**src/rtl/core/appc_pkg.sv**
```systemverilog
// Package for the arm preset position controller.
// Holds mode and status codes, register indexes, reset values and shared structs.
// No dependencies.
package appc_pkg;

	typedef enum logic [2:0] {
		MODE_IDLE     = 3'd0,
		MODE_TOP      = 3'd1,
		MODE_BOTTOM   = 3'd2,
		MODE_MIDDLE   = 3'd3,
		MODE_MAN_UP   = 3'd4,
		MODE_MAN_DOWN = 3'd5
	} mode_t;

	typedef enum logic [1:0] {
		ST_PROGRESS = 2'd0,
		ST_SUCCESS  = 2'd1,
		ST_FAILURE  = 2'd2,
		ST_ABORTED  = 2'd3
	} status_t;

	localparam logic [2:0] REG_MIN_POSITION    = 3'd0;
	localparam logic [2:0] REG_MID_POSITION    = 3'd1;
	localparam logic [2:0] REG_MAX_POSITION    = 3'd2;
	localparam logic [2:0] REG_MID_DEADBAND    = 3'd3;
	localparam logic [2:0] REG_POWER_UP        = 3'd4;
	localparam logic [2:0] REG_POWER_RETAIN_UP = 3'd5;
	localparam logic [2:0] REG_POWER_DOWN      = 3'd6;
	localparam logic [2:0] REG_TIMEOUT_TICKS   = 3'd7;

	localparam logic [11:0]        RST_MIN_POSITION    = 12'd280;
	localparam logic [11:0]        RST_MID_POSITION    = 12'd621;
	localparam logic [11:0]        RST_MAX_POSITION    = 12'd530;
	localparam logic [11:0]        RST_MID_DEADBAND    = 12'd10;
	localparam logic signed [15:0] RST_POWER_UP        = 16'sd9830;
	localparam logic signed [15:0] RST_POWER_RETAIN_UP = 16'sd3277;
	localparam logic signed [15:0] RST_POWER_DOWN      = -16'sd4915;
	localparam logic [15:0]        RST_TIMEOUT_TICKS   = 16'd75;

	localparam logic signed [15:0] MID_POWER_UP   = 16'sd6554;
	localparam logic signed [15:0] MID_POWER_DOWN = -16'sd4915;
	localparam logic signed [16:0] SETTLE_TICKS   = 17'sd100;

	typedef struct packed {
		logic [11:0]        min_position;
		logic [11:0]        mid_position;
		logic [11:0]        max_position;
		logic [11:0]        mid_deadband;
		logic signed [15:0] power_up;
		logic signed [15:0] power_retain_up;
		logic signed [15:0] power_down;
		logic [15:0]        timeout_ticks;
	} cfg_t;

	typedef struct packed {
		mode_t              cur_mode;
		mode_t              prev_mode;
		logic signed [16:0] tick_cnt;
		logic               pulse_phase;
	} state_t;

	typedef struct packed {
		logic signed [15:0] duty;
		status_t            status;
		mode_t              mode_after;
		logic               roller_state_written;
		logic               roller_sucking;
		logic               roller_power_written;
		logic               roller_power_reduced;
	} result_t;

endpackage

```
**src/rtl/core/appc_cfg_regs.sv**
```systemverilog
// Configuration register file for the arm preset position controller.
// Depends on appc_pkg for register indexes, reset values and cfg_t.
module appc_cfg_regs (
	input  logic              clk,
	input  logic              arst_n,
	input  logic              cfg_write,
	input  logic [2:0]        cfg_index,
	input  logic [15:0]       cfg_data,
	output appc_pkg::cfg_t    cfg
);

	appc_pkg::cfg_t cfg_q;

	always_ff @(posedge clk or negedge arst_n) begin
		if (!arst_n) begin
			cfg_q.min_position    <= appc_pkg::RST_MIN_POSITION;
			cfg_q.mid_position    <= appc_pkg::RST_MID_POSITION;
			cfg_q.max_position    <= appc_pkg::RST_MAX_POSITION;
			cfg_q.mid_deadband    <= appc_pkg::RST_MID_DEADBAND;
			cfg_q.power_up        <= appc_pkg::RST_POWER_UP;
			cfg_q.power_retain_up <= appc_pkg::RST_POWER_RETAIN_UP;
			cfg_q.power_down      <= appc_pkg::RST_POWER_DOWN;
			cfg_q.timeout_ticks   <= appc_pkg::RST_TIMEOUT_TICKS;
		end else if (cfg_write) begin
			case (cfg_index)
				appc_pkg::REG_MIN_POSITION:    cfg_q.min_position    <= cfg_data[11:0];
				appc_pkg::REG_MID_POSITION:    cfg_q.mid_position    <= cfg_data[11:0];
				appc_pkg::REG_MAX_POSITION:    cfg_q.max_position    <= cfg_data[11:0];
				appc_pkg::REG_MID_DEADBAND:    cfg_q.mid_deadband    <= cfg_data[11:0];
				appc_pkg::REG_POWER_UP:        cfg_q.power_up        <= cfg_data;
				appc_pkg::REG_POWER_RETAIN_UP: cfg_q.power_retain_up <= cfg_data;
				appc_pkg::REG_POWER_DOWN:      cfg_q.power_down      <= cfg_data;
				appc_pkg::REG_TIMEOUT_TICKS:   cfg_q.timeout_ticks   <= cfg_data;
				default: ;
			endcase
		end
	end

	assign cfg = cfg_q;

endmodule

```
**src/rtl/core/appc_step.sv**
```systemverilog
// One control tick of the arm preset position controller: mode select,
// timeout counting, position compares and roller commands, all combinational.
// Depends on appc_pkg for cfg_t, state_t, result_t and the mode codes.
module appc_step (
	input  appc_pkg::cfg_t    cfg,
	input  appc_pkg::state_t  state,
	input  logic              abort,
	input  logic              mode_write,
	input  logic [2:0]        func,
	input  logic [11:0]       pot_value,
	output appc_pkg::state_t  state_next,
	output appc_pkg::result_t res
);

	appc_pkg::mode_t    mode_sel;
	logic signed [16:0] cnt_load;
	logic signed [16:0] cnt_dec;
	logic               expired;
	logic [12:0]        mid_hi;
	logic signed [13:0] mid_lo;
	logic signed [13:0] pot_s;

	always_comb begin
		// unknown mode codes leave the stored mode alone
		if (mode_write && func <= appc_pkg::MODE_MAN_DOWN)
			mode_sel = appc_pkg::mode_t'(func);
		else
			mode_sel = state.cur_mode;

		cnt_load = (state.prev_mode != mode_sel) ? $signed({1'b0, cfg.timeout_ticks})
			: state.tick_cnt;
		// saturate at -1
		cnt_dec = cnt_load[16] ? cnt_load : cnt_load - 17'sd1;
		expired = cnt_dec[16];

		mid_hi = {1'b0, cfg.mid_position} + {1'b0, cfg.mid_deadband};
		mid_lo = $signed({2'b00, cfg.mid_position}) - $signed({2'b00, cfg.mid_deadband});
		pot_s  = $signed({2'b00, pot_value});
	end

	always_comb begin
		state_next = state;
		res.duty = 16'sd0;
		res.status = appc_pkg::ST_PROGRESS;
		res.mode_after = mode_sel;
		res.roller_state_written = 1'b0;
		res.roller_sucking = 1'b0;
		res.roller_power_written = 1'b0;
		res.roller_power_reduced = 1'b0;

		if (abort) begin
			// keep previous mode and counter
			state_next.cur_mode = appc_pkg::MODE_IDLE;
			res.mode_after = appc_pkg::MODE_IDLE;
			res.status = appc_pkg::ST_ABORTED;
		end else begin
			state_next.tick_cnt = cnt_load;
			case (mode_sel)
				appc_pkg::MODE_TOP: begin
					res.roller_power_written = 1'b1;
					state_next.tick_cnt = cnt_dec;
					if (expired) begin
						res.status = appc_pkg::ST_FAILURE;
					end else if (pot_value >= cfg.max_position) begin
						res.status = appc_pkg::ST_SUCCESS;
						res.duty = cfg.power_retain_up;
						state_next.tick_cnt = appc_pkg::SETTLE_TICKS;
					end else begin
						res.duty = cfg.power_up;
						res.roller_power_reduced = 1'b1;
						res.roller_state_written = 1'b1;
						state_next.pulse_phase = ~state.pulse_phase;
						// suck when the toggled phase lands on zero
						res.roller_sucking = state.pulse_phase;
					end
				end
				appc_pkg::MODE_BOTTOM: begin
					res.roller_power_written = 1'b1;
					state_next.tick_cnt = cnt_dec;
					if (expired) begin
						res.status = appc_pkg::ST_FAILURE;
					end else if (pot_value <= cfg.min_position) begin
						res.status = appc_pkg::ST_SUCCESS;
						state_next.tick_cnt = appc_pkg::SETTLE_TICKS;
					end else begin
						res.duty = cfg.power_down;
					end
				end
				appc_pkg::MODE_MIDDLE: begin
					if ({1'b0, pot_value} > mid_hi) begin
						res.duty = appc_pkg::MID_POWER_DOWN;
					end else if (pot_s < mid_lo) begin
						res.duty = appc_pkg::MID_POWER_UP;
					end else begin
						res.status = appc_pkg::ST_SUCCESS;
						state_next.tick_cnt = appc_pkg::SETTLE_TICKS;
					end
				end
				appc_pkg::MODE_MAN_UP: begin
					if (pot_value < cfg.max_position)
						res.duty = cfg.power_up;
					res.mode_after = appc_pkg::MODE_IDLE;
				end
				appc_pkg::MODE_MAN_DOWN: begin
					if (pot_value > cfg.min_position)
						res.duty = cfg.power_down;
					res.mode_after = appc_pkg::MODE_IDLE;
				end
				default: begin
					res.status = appc_pkg::ST_SUCCESS;
				end
			endcase
			state_next.cur_mode = res.mode_after;
			state_next.prev_mode = res.mode_after;
		end
	end

endmodule

```
**src/rtl/core/arm_preset_position_controller_top.sv**
```systemverilog
// Arm preset position controller, top level.
// A request taken into the input register is then loaded into the result register;
// one request per cycle sustained while out_stall is low.
// The state update and the result register load happen in the same cycle.
// Reset: configuration returns to defaults, mode idle, counter and phase zero.
// Depends on appc_pkg, appc_cfg_regs and appc_step.
module arm_preset_position_controller_top (
	input  logic               clk,
	input  logic               arst_n,
	input  logic               cfg_write,
	input  logic [2:0]         cfg_index,
	input  logic [15:0]        cfg_data,
	input  logic               in_valid,
	output logic               in_stall,
	input  logic               abort,
	input  logic               mode_write,
	input  logic [2:0]         func,
	input  logic [11:0]        pot_value,
	output logic               out_valid,
	input  logic               out_stall,
	output logic signed [15:0] duty,
	output logic [1:0]         status,
	output logic [2:0]         mode_after,
	output logic               roller_state_written,
	output logic               roller_sucking,
	output logic               roller_power_written,
	output logic               roller_power_reduced
);

	appc_pkg::cfg_t    cfg;
	appc_pkg::state_t  state_q;
	appc_pkg::state_t  state_next;
	appc_pkg::result_t res;
	appc_pkg::result_t res_q;

	logic        valid_s1;
	logic        abort_s1;
	logic        mode_write_s1;
	logic [2:0]  func_s1;
	logic [11:0] pot_value_s1;
	logic        out_valid_q;
	logic        out_free;
	logic        advance;
	logic        in_take;

	appc_cfg_regs u_cfg (
		.clk       (clk),
		.arst_n    (arst_n),
		.cfg_write (cfg_write),
		.cfg_index (cfg_index),
		.cfg_data  (cfg_data),
		.cfg       (cfg)
	);

	appc_step u_step (
		.cfg        (cfg),
		.state      (state_q),
		.abort      (abort_s1),
		.mode_write (mode_write_s1),
		.func       (func_s1),
		.pot_value  (pot_value_s1),
		.state_next (state_next),
		.res        (res)
	);

	assign out_free = !out_valid_q || !out_stall;
	assign advance  = valid_s1 && out_free;
	assign in_stall = valid_s1 && !out_free;
	assign in_take  = in_valid && !in_stall;

	always_ff @(posedge clk or negedge arst_n) begin
		if (!arst_n) begin
			valid_s1 <= 1'b0;
		end else if (in_take) begin
			valid_s1 <= 1'b1;
		end else if (advance) begin
			valid_s1 <= 1'b0;
		end
	end

	always_ff @(posedge clk) begin
		if (in_take) begin
			abort_s1      <= abort;
			mode_write_s1 <= mode_write;
			func_s1       <= func;
			pot_value_s1  <= pot_value;
		end
	end

	always_ff @(posedge clk or negedge arst_n) begin
		if (!arst_n) begin
			state_q.cur_mode    <= appc_pkg::MODE_IDLE;
			state_q.prev_mode   <= appc_pkg::MODE_IDLE;
			state_q.tick_cnt    <= 17'sd0;
			state_q.pulse_phase <= 1'b0;
			out_valid_q         <= 1'b0;
		end else begin
			if (advance)
				state_q <= state_next;
			if (advance)
				out_valid_q <= 1'b1;
			else if (!out_stall)
				out_valid_q <= 1'b0;
		end
	end

	always_ff @(posedge clk) begin
		if (advance)
			res_q <= res;
	end

	assign out_valid            = out_valid_q;
	assign duty                 = res_q.duty;
	assign status               = res_q.status;
	assign mode_after           = res_q.mode_after;
	assign roller_state_written = res_q.roller_state_written;
	assign roller_sucking       = res_q.roller_sucking;
	assign roller_power_written = res_q.roller_power_written;
	assign roller_power_reduced = res_q.roller_power_reduced;

endmodule
```
**config.mk**
```make
export PLATFORM = sky130hd
export DESIGN_NAME = arm_preset_position_controller_top
export DESIGN_NICKNAME = d
export VERILOG_FILES = /design/src/rtl/core/appc_pkg.sv /design/src/rtl/core/appc_cfg_regs.sv /design/src/rtl/core/appc_step.sv /design/src/rtl/core/arm_preset_position_controller_top.sv
export SDC_FILE = /design/constraint.sdc
export NUM_CORES = 1
export LEC_CHECK = 0
export ABC_AREA = 1
export BUFFER_PORTS_ARGS = -buffer_cell sky130_fd_sc_hd__buf_4
export CORE_UTILIZATION = 56
export DETAILED_ROUTE_END_ITERATION = 8
export MAX_ROUTING_LAYER = met4
export PLACE_DENSITY = 0.84
export SYNTH_ARGS = -nofsm -noshare
export SYNTH_HDL_FRONTEND = slang
export SYNTH_SLANG_ARGS = --single-unit
```
**constraint.sdc**
```tcl
create_clock -name clk -period 8.7 [get_ports clk]
set_clock_uncertainty 0.1 [all_clocks]
set_input_delay 0.87 -clock clk [delete_from_list [all_inputs] [get_ports clk]]
set_output_delay 0.87 -clock clk [all_outputs]
set_load 0.005 [all_outputs]
```
==> impl_results.md, run 1 <==
* Initial DRC count at 873
* Final setup fails at 0
* Largest net degree at the start of global routing at 87
* R2r setup slk at 4.24 ns
* Sw Share at 40.1%
* # H-tree levels at 4
* Period utilization at 51.3%
* Port bufs at 67
* Synth Instances at 1,302
* Crit path required time at 8.97 ns
* Max VDD drop at 0.167 mV
* Slew of the pin with the lowest slew margin at 1.06 ns
* Register area share after synthesis at 44.6%
* CORE AREA at 18,600 um^2
* Cts bufs inserted at 17
* Area grow syn2layout at 11.7%
* Clk sinks at 179
* CP Class: flip-flop to flip-flop
* CTS tree: built
* Final Hold Vio Count at 0
* DRC violations left at 0
* Critical path cell sequence: inv_1 -> ha_1 -> inv_1 -> o31ai_1 -> inv_1 -> o21ai_0 -> nand2_1 -> nand2_1 -> nand2_1 -> nand2_1 -> xor2_1 -> ha_1 -> inv_1 -> nor3_1 -> a211oi_1 -> nand2_1 -> nand3_1 -> nand3_1 -> nand2_1 -> nand2_1 -> nand2_1 -> a21oi_1 -> a2bb2oi_2
* Hold_buf cts at 0
* Total iterations of the first detailed-routing run at 8
* Most frequent CP cell: nand2_1
* Crit. End Element: flip-flop
* Max Cap Violations at 0
* Worst min path class: input pin to asynchronous set/reset pin
* Fin crit period at 4.46 ns
* Internal at 1.89 mW
* Max incr delay on CP at 0.58 ns
* Final setup TNS at 0 ns
* Final Wtd Congestion at 0.923
* Initial antenna violation count at 0
* Fin. max-slew vios at 0
* Gr ovfl total at 0
* Mean Syn Cell Area at 8.16 um^2
* Syn_nets at 1,417
* Detail Placement HPWL at 18,300 um
* Top Ports at 68
* Post_cts resized at 0
* Synth cell types at 52
* Die span in x at 140 um
* Worst Setup Start Kind: flip-flop
* Row Count at 50
* Number of synthesized register bits at 179
* Slew HR at 29.6%
* Sw Pwr at 1.27 mW
* Fillers at 1,556
* Starting Density at 57.0%
* Die Y at 140 um
* Reg clk slew, reported paths at 0.08 ns
* Leak pwr at 5.75 nW
* CP max FO at 12
* Area of the mapped netlist at 10,600 um^2
* DRT antenna net count at 0
* RSZ-0062 raised after global routing: no
* Die ar. at 19,500 um^2
* Global-route wire length before repair at 43,300 um
* Hold Slack at 0.287 ns
* Gate power share at 38.6%
* Asr flop ratio synth at 77.1%
* Clk root buf: clkbuf_16
* Post-synth EDFFs at 41
* Clock power share at 24.2%
* DR vias/cell at 5.73
* CP max-delay cell: dfstp_2
* Vias at 9,146
* Synth Flop Type: dfrtp_1
* Routed wire per std cell at 16.7 um
* Status: finished, final reports clean
* Worst-Skew Late Latency at 0.45 ns
* Syn. warnings at 0
* Fmax at 224 MHz
* All-Layer GR Usage at 29.2%
* Flop pwr share at 37.1%
* Share of cells above drive strength 1 at 14.5%
* Setup bufs post-CTS at 0
* Number of global-route vias before repair at 8,620
* Routed wire length at 26,600 um
* Diode count at 0
* Max Buffers Root-to-Sink at 2
* CP Data Arrival Time at 4.74 ns
* Pwr dens at 267 nW/um^2
* Nets at 1,464
[routing by layer]
metal,track usage (%),up-vias,wire (um)
li1,-,4386,-
met1,37.6,4321,11800
met2,45.1,376,12300
met3,5.85,63,1830
met4,12.1,0,695
met5,-,-,0
[synthesized netlist by cell type (3+ instances only)]
library cell,number,share of area (%)
buf_2,6,0.28
o22ai_1,9,0.53
or2_2,5,0.29
o21a_1,4,0.28
o31ai_1,4,0.28
a2bb2oi_2,8,1.1
nand4_1,30,1.8
nand3_1,57,2.7
nand2_1,322,11
a31oi_1,9,0.53
inv_2,3,0.11
o21ai_0,144,6.8
nor3_1,13,0.61
a21oi_1,64,3.0
o21bai_1,3,0.21
xor2_1,23,1.9
a211oi_1,3,0.21
nand2_2,14,0.82
inv_1,166,5.9
nor2_1,80,2.8
buf_6,3,0.32
nor2_2,5,0.29
ha_1,72,8.5
dfrtp_1,96,23
edfxtp_1,41,12
dfstp_2,42,10
clkbuf_1,31,1.1
nand2_4,3,0.32
nor4_1,3,0.18
o21ai_2,4,0.33
buf_4,3,0.21
[power by group through the flow]
stage               sequential [mW]  clock (mW)  combinational (mW)
CTS                            1.17       0.771                1.21
global placement               1.18           0                1.16
finish                         1.18       0.766                1.22
floorplan                      1.15           0               0.923
global route                   1.19       0.808                1.38
detailed placement             1.18           0                1.19
[final cells by class]
| cell class | count | area, um^2 | area share [%] |
|---|---|---|---|
| repair buffers | 73 | 552 | 4.65 |
| flip-flops and latches | 179 | 4740 | 39.9 |
| clock inverters | 15 | 161 | 1.36 |
| multi-input cells | 907 | 5050 | 42.6 |
| inverters | 171 | 642 | 5.41 |
| well taps | 234 | 293 | 2.47 |
| clock buffers | 17 | 425 | 3.59 |
[worst max-delay path: cells and delay by family, from the launching register on]
family | cells | cell delay [ns]
simple gates | 11 | 1.41
fa+ha+maj | 2 | 0.55
xor+xnor | 1 | 0.16
flops | 1 | 0.58
compound gates | 5 | 1.30
buf+inv | 4 | 0.30
[registers in the layout, summed over array words and instances, names as in the netlist, 2 cells and up]
name / flops
duty: 16
func_s1: 3
mode_after: 3
pot_value_s1: 12
state_q: 24
status: 2
u_cfg.cfg: 112
[cell usage in the layout (no fill, tap or decap), drive strengths merged]
cell type,count
a21oi,64
dfstp,42
fa,2
xor2,23
o221ai,1
a31oi,9
a221oi,2
clkbuf,17
a21o,2
nand3b,2
nor3,13
nand4,30
ha,72
dfrtp,96
a211oi,3
nor3b,1
o31ai,4
and3,1
o211ai,2
o22ai,9
or2,6
nor4b,1
clkinvlp,1
edfxtp,41
o211a,1
o21ai,150
o21bai,3
nand3,59
clkinv,8
buf,73
a2bb2oi,9
a21boi,4
xnor2,2
inv,177
nor4,3
nor2,86
nand2,339
o21a,4
[path summary, 6_finish.rpt]
| path | from | endpoint | cells past startpoint |
|---|---|---|---|
| max | u_cfg.cfg[65]$_DFFE_PN1P_ | state_q[1]$_DFFE_PN0P_ | 23 |
| min | arst_n | u_cfg.cfg[72]$_DFFE_PN0P_ | 1 |
| max reg2reg | u_cfg.cfg[65]$_DFFE_PN1P_ | state_q[1]$_DFFE_PN0P_ | 23 |
| min reg2reg | state_q[0]$_DFFE_PN0P_ | state_q[0]$_DFFE_PN0P_ | 1 |
| max in group asynchronous | arst_n | u_cfg.cfg[24]$_DFFE_PN0P_ | 2 |
| min in group clk | state_q[0]$_DFFE_PN0P_ | state_q[0]$_DFFE_PN0P_ | 1 |
[logic make-up (layout without fill, tap and decap cells)]
family,Yosys count,in the layout,share of synthesized area (%)
AND/OR/NAND/NOR,541,541,21.9
AO/OA/AOI/OAI,267,267,14.6
buffers and inverters,216,276,8.02
flip-flops,179,179,44.6
adder cells (fa/ha/maj),74,74,8.86
XOR/XNOR,25,25,2.06
[metrics by stage]
stage	area (um^2)	util [%]	setup slack, ns	std cells	power [mW]
after floorplan	10600	-	4.80	1302	2.08
after global placement	11300	60.5	4.54	1564	2.33
after detailed placement	11300	60.5	4.35	1564	2.37
after CTS	11900	63.6	4.27	1596	3.15
after global routing	11900	63.6	3.83	1596	3.38
final	11900	63.6	4.24	1596	3.16
Power figures use the tool's default switching activity.
==> run 2: changes to the inputs <==
==> constraint.sdc (replaced) <==
create_clock -name clk -period 4.2 [get_ports clk]
set_clock_uncertainty 0.1 [all_clocks]
set_input_delay 0.42 -clock clk [delete_from_list [all_inputs] [get_ports clk]]
set_output_delay 0.42 -clock clk [all_outputs]
set_load 0.005 [all_outputs]
==> run 2 against run 1 <==
Compared with the run above: register-to-register slack got worse by 4.1 ns; maximum frequency increased by 11%; global-route usage up 1.0 points; utilization grew 1.3 points; critical endpoint is now duty[15]$_SDFFCE_PP0P_; highest routed layer unchanged.
==> impl_results.md, run 2 (synthesized netlist as in run 1, its figures left out) <==
* Status: finished, final reports clean
* Fillers at 1,526
* Max VDD drop at 0.260 mV
* Most common cell after layout, fill and taps aside: nand2_1
* Diode count at 0
* Share of cells above drive strength 1 at 16.3%
* Most frequent cells in the layout: 321 x nand2_1, 163 x inv_1, 140 x o21ai_0, 96 x dfrtp_1, 85 x buf_4
* Period utilization at 95.9%
* DRT antenna net count at 0
* Initial antenna violation count at 1
* CORE AREA at 18,600 um^2
* Largest net degree at the start of global routing at 91
* Largest register FFs at 112
* All-Layer GR Usage at 30.2%
* Crit path required time at 4.39 ns
* Cts bufs inserted at 17
* Routed wire length at 27,600 um
* Die Y at 140 um
* Gr ovfl total at 0
* Top Ports at 68
* Die ar. at 19,500 um^2
* Design area at 12,100 um^2
* Fin crit period at 4.03 ns
* Max Cap Violations at 0
* CP Class: flip-flop to flip-flop
* Die span in x at 140 um
* Worst Setup Start Kind: flip-flop
* DRC violations left at 0
* Pwr dens at 564 nW/um^2
* CP max FO at 7
* Reg clk slew, reported paths at 0.08 ns
* Clk root buf: clkbuf_16
* Fin cells at 1,611
* Nets at 1,479
* Row Count at 50
* Cell count after placement at 1,577
* RSZ-0062 raised after global routing: yes
* Final setup fails at 0
* Crit. End Element: flip-flop
* Final Wtd Congestion at 0.914
* Port bufs at 67
* CP Data Arrival Time at 4.21 ns
* Vias at 9,443
* Fmax at 248 MHz
* DP Worst Slack at 0.150 ns
* Detail Placement HPWL at 18,800 um
* Max Buffers Root-to-Sink at 2
* Fin. max-slew vios at 0
* Initial DRC count at 994
* # H-tree levels at 4
* DR vias/cell at 5.86
* Leak pwr at 5.86 nW
* CTS tree: built
* Starting Density at 57.0%
* Total iterations of the first detailed-routing run at 6
* Final Hold Vio Count at 0
* Number of global-route vias before repair at 8,751
* Pwr Total at 6.83 mW
* Worst-Skew Late Latency at 0.45 ns
* Routed wire per std cell at 17.1 um
* Slew HR at 29.7%
* Worst min path class: input pin to flip-flop
* Clk sinks at 179
* Placed cell area at 11,400 um^2
* Global-route wire length before repair at 44,800 um
* Area grow syn2layout at 14.0%
* Slew of the pin with the lowest slew margin at 1.05 ns
* Min setup slack post-route at 0.172 ns
-- run 2: where the power goes --
| part | internal [mW] | switching [mW] | leakage [nW] |
|---|---|---|---|
| registers | 2.20 | 0.241 | 2.01 |
| clock network | 0.918 | 0.797 | 0.310 |
| logic | 1.01 | 1.66 | 3.53 |
| total | 4.12 | 2.70 | 5.86 |
-- run 2: worst paths after layout --
kind / start / endpoint / slack, ns / cells past startpoint
min reg2reg: u_cfg.cfg[78]$_DFFE_PN0P_ / u_cfg.cfg[78]$_DFFE_PN0P_ / 0.39 / 2
max reg2reg: u_cfg.cfg[88]$_DFFE_PN1P_ / duty[15]$_SDFFCE_PP0P_ / 0.17 / 19
max: u_cfg.cfg[88]$_DFFE_PN1P_ / duty[15]$_SDFFCE_PP0P_ / 0.17 / 19
min: pot_value[3] / pot_value_s1[3]$_DFFE_PP_ / 0.04 / 1
min in group asynchronous: arst_n / u_cfg.cfg[109]$_DFFE_PN0P_ / 0.52 / 2
max in group asynchronous: arst_n / u_cfg.cfg[57]$_DFFE_PN1P_ / 2.47 / 3
-- run 2: critical path: stages (launching register included) --
cell and delay [ns]:
dfstp_2 0.54, ha_1 0.18, inv_1 0.07, fa_2 0.36, o31ai_1 0.31, buf_4 0.20, xor2_2 0.07, ha_1 0.32
nand2_1 0.08, nor3_1 0.34, o21bai_1 0.15, nand3_1 0.08, nand2_1 0.05, nand2_1 0.05, nand2_1 0.05, nand2_1 0.11
nand3_1 0.33, o21ai_0 0.22, inv_1 0.06, a31oi_1 0.17
-- run 2: through the flow --
step                      TNS [ns]  util (%)  hold WS (ns)
after floorplan                  0         -        0.0244
after global placement           0      61.0         0.348
after detailed placement         0      61.0         0.373
after CTS                        0      64.5        0.0372
after global routing        -0.448      65.0        0.0398
final                            0      65.0        0.0417
-- run 2: layout make-up --
class                           count  area [um^2]  share of cell area (%)
Multi-Input combinational cell    907         5130                    42.4
Sequential cell                   179         4740                    39.1
Timing Repair Buffer               88          671                    5.54
Inverter                          171          642                    5.30
Clock buffer                       17          425                    3.51
Tap cell                          234          293                    2.42
Clock inverter                     15          209                    1.73
-- run 2: timing repair --
item                                    CTS  global route
hold buffers                              1             0
setup buffers                             0             1
endpoints found under the setup margin    0            30
hold endpoints to repair                 29             0
resized for setup                         0            22
-- run 2: routing by layer --
layer,routed length [um],share of wire [%],vias to the layer above,GRT usage [%]
met1,11700,42,4468,40.6
met5,0,0,-,-
met3,2370,8.6,67,4.61
met4,752,2.7,0,12.1
li1,-,-,4423,-
met2,12800,46,485,45.9
==> run 3: changes to the inputs <==
--- a/config.mk
+++ b/config.mk
@@ -7,10 +7,10 @@
 export LEC_CHECK = 0
 export ABC_AREA = 1
 export BUFFER_PORTS_ARGS = -buffer_cell sky130_fd_sc_hd__buf_4
-export CORE_UTILIZATION = 56
+export CORE_UTILIZATION = 30
 export DETAILED_ROUTE_END_ITERATION = 8
 export MAX_ROUTING_LAYER = met4
-export PLACE_DENSITY = 0.84
+export PLACE_DENSITY = 0.57
 export SYNTH_ARGS = -nofsm -noshare
 export SYNTH_HDL_FRONTEND = slang
 export SYNTH_SLANG_ARGS = --single-unit
==> constraint.sdc (replaced) <==
create_clock -name clk -period 3.25 [get_ports clk]
set_clock_uncertainty 0.1 [all_clocks]
set_input_delay 0.325 -clock clk [delete_from_list [all_inputs] [get_ports clk]]
set_output_delay 0.325 -clock clk [all_outputs]
set_load 0.005 [all_outputs]
==> run 3 against run 2 <==
Compared with the run above: the run now ends with negative setup slack left; routed wire length grew 11%; sequential share of layout area decreased by 4.1 points; sequential cell count stayed put; setup slack lost 0.61 ns; first-iteration DRC count decreased by 28%; critical path depth is 7 higher; clock-buffer cell count unchanged; design area rose by 12%; critical path type unchanged; largest power group unchanged.
==> impl_results.md, run 3 (synthesized netlist as in run 1, its figures left out) <==
* Status: finished with violations
* Failing checks: negative setup slack
* Placed cell area at 12,300 um^2
* CP top delay family: simple AND/OR/NAND/NOR gates
* Die Y at 190 um
* Cts bufs inserted at 17
* Worst min path class: input pin to flip-flop
* R2R Path Start: u_cfg.cfg[92]$_DFFE_PN0P_
* Final Hold Vio Count at 0
* Port bufs at 67
* Slew of the pin with the lowest slew margin at 1.05 ns
* Crit path required time at 3.49 ns
* Crit. End Element: flip-flop
* Fmax at 271 MHz
* Nets at 1,575
* All-Layer GR Usage at 18.1%
* Largest net degree at the start of global routing at 74
* Final setup fails at 32
* Final setup TNS at -11.82 ns
* Detail Placement HPWL at 21,600 um
* DRT antenna net count at 0
* Worst-Skew Late Latency at 0.45 ns
* Reg2Reg Depth at 26
* Cell count after placement at 1,858
* Pwr Total at 9.62 mW
* DR vias/cell at 4.80
* Hold Slack at 0.0157 ns
* Worst Setup Start Kind: flip-flop
* Fin cells at 1,928
* CP max-delay cell: dfrtp_1
* Number of global-route vias before repair at 9,019
* Most common cell after layout, fill and taps aside: nand2_1
* Gr ovfl total at 0
* Share of cells above drive strength 1 at 24.2%
* Top Ports at 68
* Most frequent CP cell: nand2_4
* Die span in x at 190 um
* RSZ-0062 raised after global routing: yes
* Max incr delay on CP at 0.43 ns
* CP Data Arrival Time at 3.93 ns
* Worst Setup SP: u_cfg.cfg[92]$_DFFE_PN0P_
* Initial antenna violation count at 0
* Final Wtd Congestion at 0.864
* Largest register FFs at 112
* Max VDD drop at 0.453 mV
* Die ar. at 36,200 um^2
* Total iterations of the first detailed-routing run at 5
* Diode count at 0
* Global-route wire length before repair at 49,300 um
* Starting Density at 30.6%
* Pwr dens at 711 nW/um^2
* Routed wire per std cell at 15.9 um
* CP Class: flip-flop to flip-flop
* Hold Path Sink: out_valid$_DFFE_PN0P_
* Buf+Inv Stages, Crit Path at 3
* Fin crit period at 3.69 ns
* RR Endpoint: state_q[17]$_DFFE_PN0P_
* Most frequent cells in the layout: 307 x nand2_1, 159 x inv_1, 153 x buf_4, 132 x o21ai_0, 96 x dfrtp_1
* # H-tree levels at 4
* R2r setup slk at -0.44 ns
* WHS Path Cells at 3
* Routed wire length at 30,600 um
* Row Count at 68
* Min setup slack post-route at -0.441 ns
* Fin. max-slew vios at 0
* Core Util, Final at 39.0%
* Leak pwr at 6.40 nW
* DRC violations left at 0
* CTS tree: built
* Clk root buf: clkbuf_16
* Initial DRC count at 717
* Fillers at 3,529
* Reg clk slew, reported paths at 0.08 ns
* CORE AREA at 34,700 um^2
* Area grow syn2layout at 27.3%
* Max Buffers Root-to-Sink at 2
* Clk sinks at 179
* DP Worst Slack at -0.399 ns
* CP max FO at 6
* Vias at 9,256
* Max Cap Violations at 0
* Period utilization at 114%
* Hold path start: out_stall
* Slew HR at 30.1%
* Design area at 13,500 um^2
* FF/Latch Area at 4740 um^2
* Area of the multi-input gates at 5440 um^2
run 3: cell count changes in the layout (fill, tap and decap cells not counted), moves of 8 or more:
cell / before / now
buf_4: 85 / 153
dlygate4sd3_1: 1 / 21
nand2_1: 321 / 307
o21ai_0: 140 / 132
a21oi_1: 63 / 52
a21oi_2: 0 / 10
run 3: timing repair:
item	CTS	global route
buffers inserted	5	11
hold buffers	21	0
pin swaps	13	42
endpoints found under the hold margin	74	0
gates resized for setup	36	40
gates cloned	1	0
setup endpoints to repair	32	36
run 3: per-layer routing:
layer  global-route usage (%)  share of wire [%]  vias to the layer above
met5                        -                  0                        -
met4                     4.37                1.3                        0
met3                     2.90                3.9                       22
met2                     28.0                 46                      193
met1                     24.6                 49                     4432
li1                         -                  -                     4609
run 3: layout make-up:
cell class	instances	share of cell area, %
clock inverters	15	1.42
clock buffers	17	3.15
well taps	455	4.21
inverters	171	4.78
multi-input cells	907	40.2
flip-flops and latches	179	35.0
repair buffers	184	11.2
run 3: worst max path at each step:
stage                     depth (start not counted)                 endpoint  slack [ns]
after floorplan                                  24  state_q[17]$_DFFE_PN0P_       -0.11
after global placement                           22  state_q[17]$_DFFE_PN0P_       -0.32
after detailed placement                         18   duty[12]$_SDFFCE_PP0P_       -0.40
after CTS                                        24  state_q[17]$_DFFE_PN0P_       -0.38
after global routing                             26  state_q[17]$_DFFE_PN0P_       -0.67
final                                            26  state_q[17]$_DFFE_PN0P_       -0.44
run 3: power by group:
part | internal (mW) | leakage [nW] | switching [mW]
registers | 2.84 | 2.01 | 0.308
logic | 1.86 | 4.09 | 2.45
clock network | 1.11 | 0.297 | 1.05
run 3: worst min-delay path: stages:
cell	delay, ns
buf_4	0.10
nand2_1	0.06
nand2_1	0.05
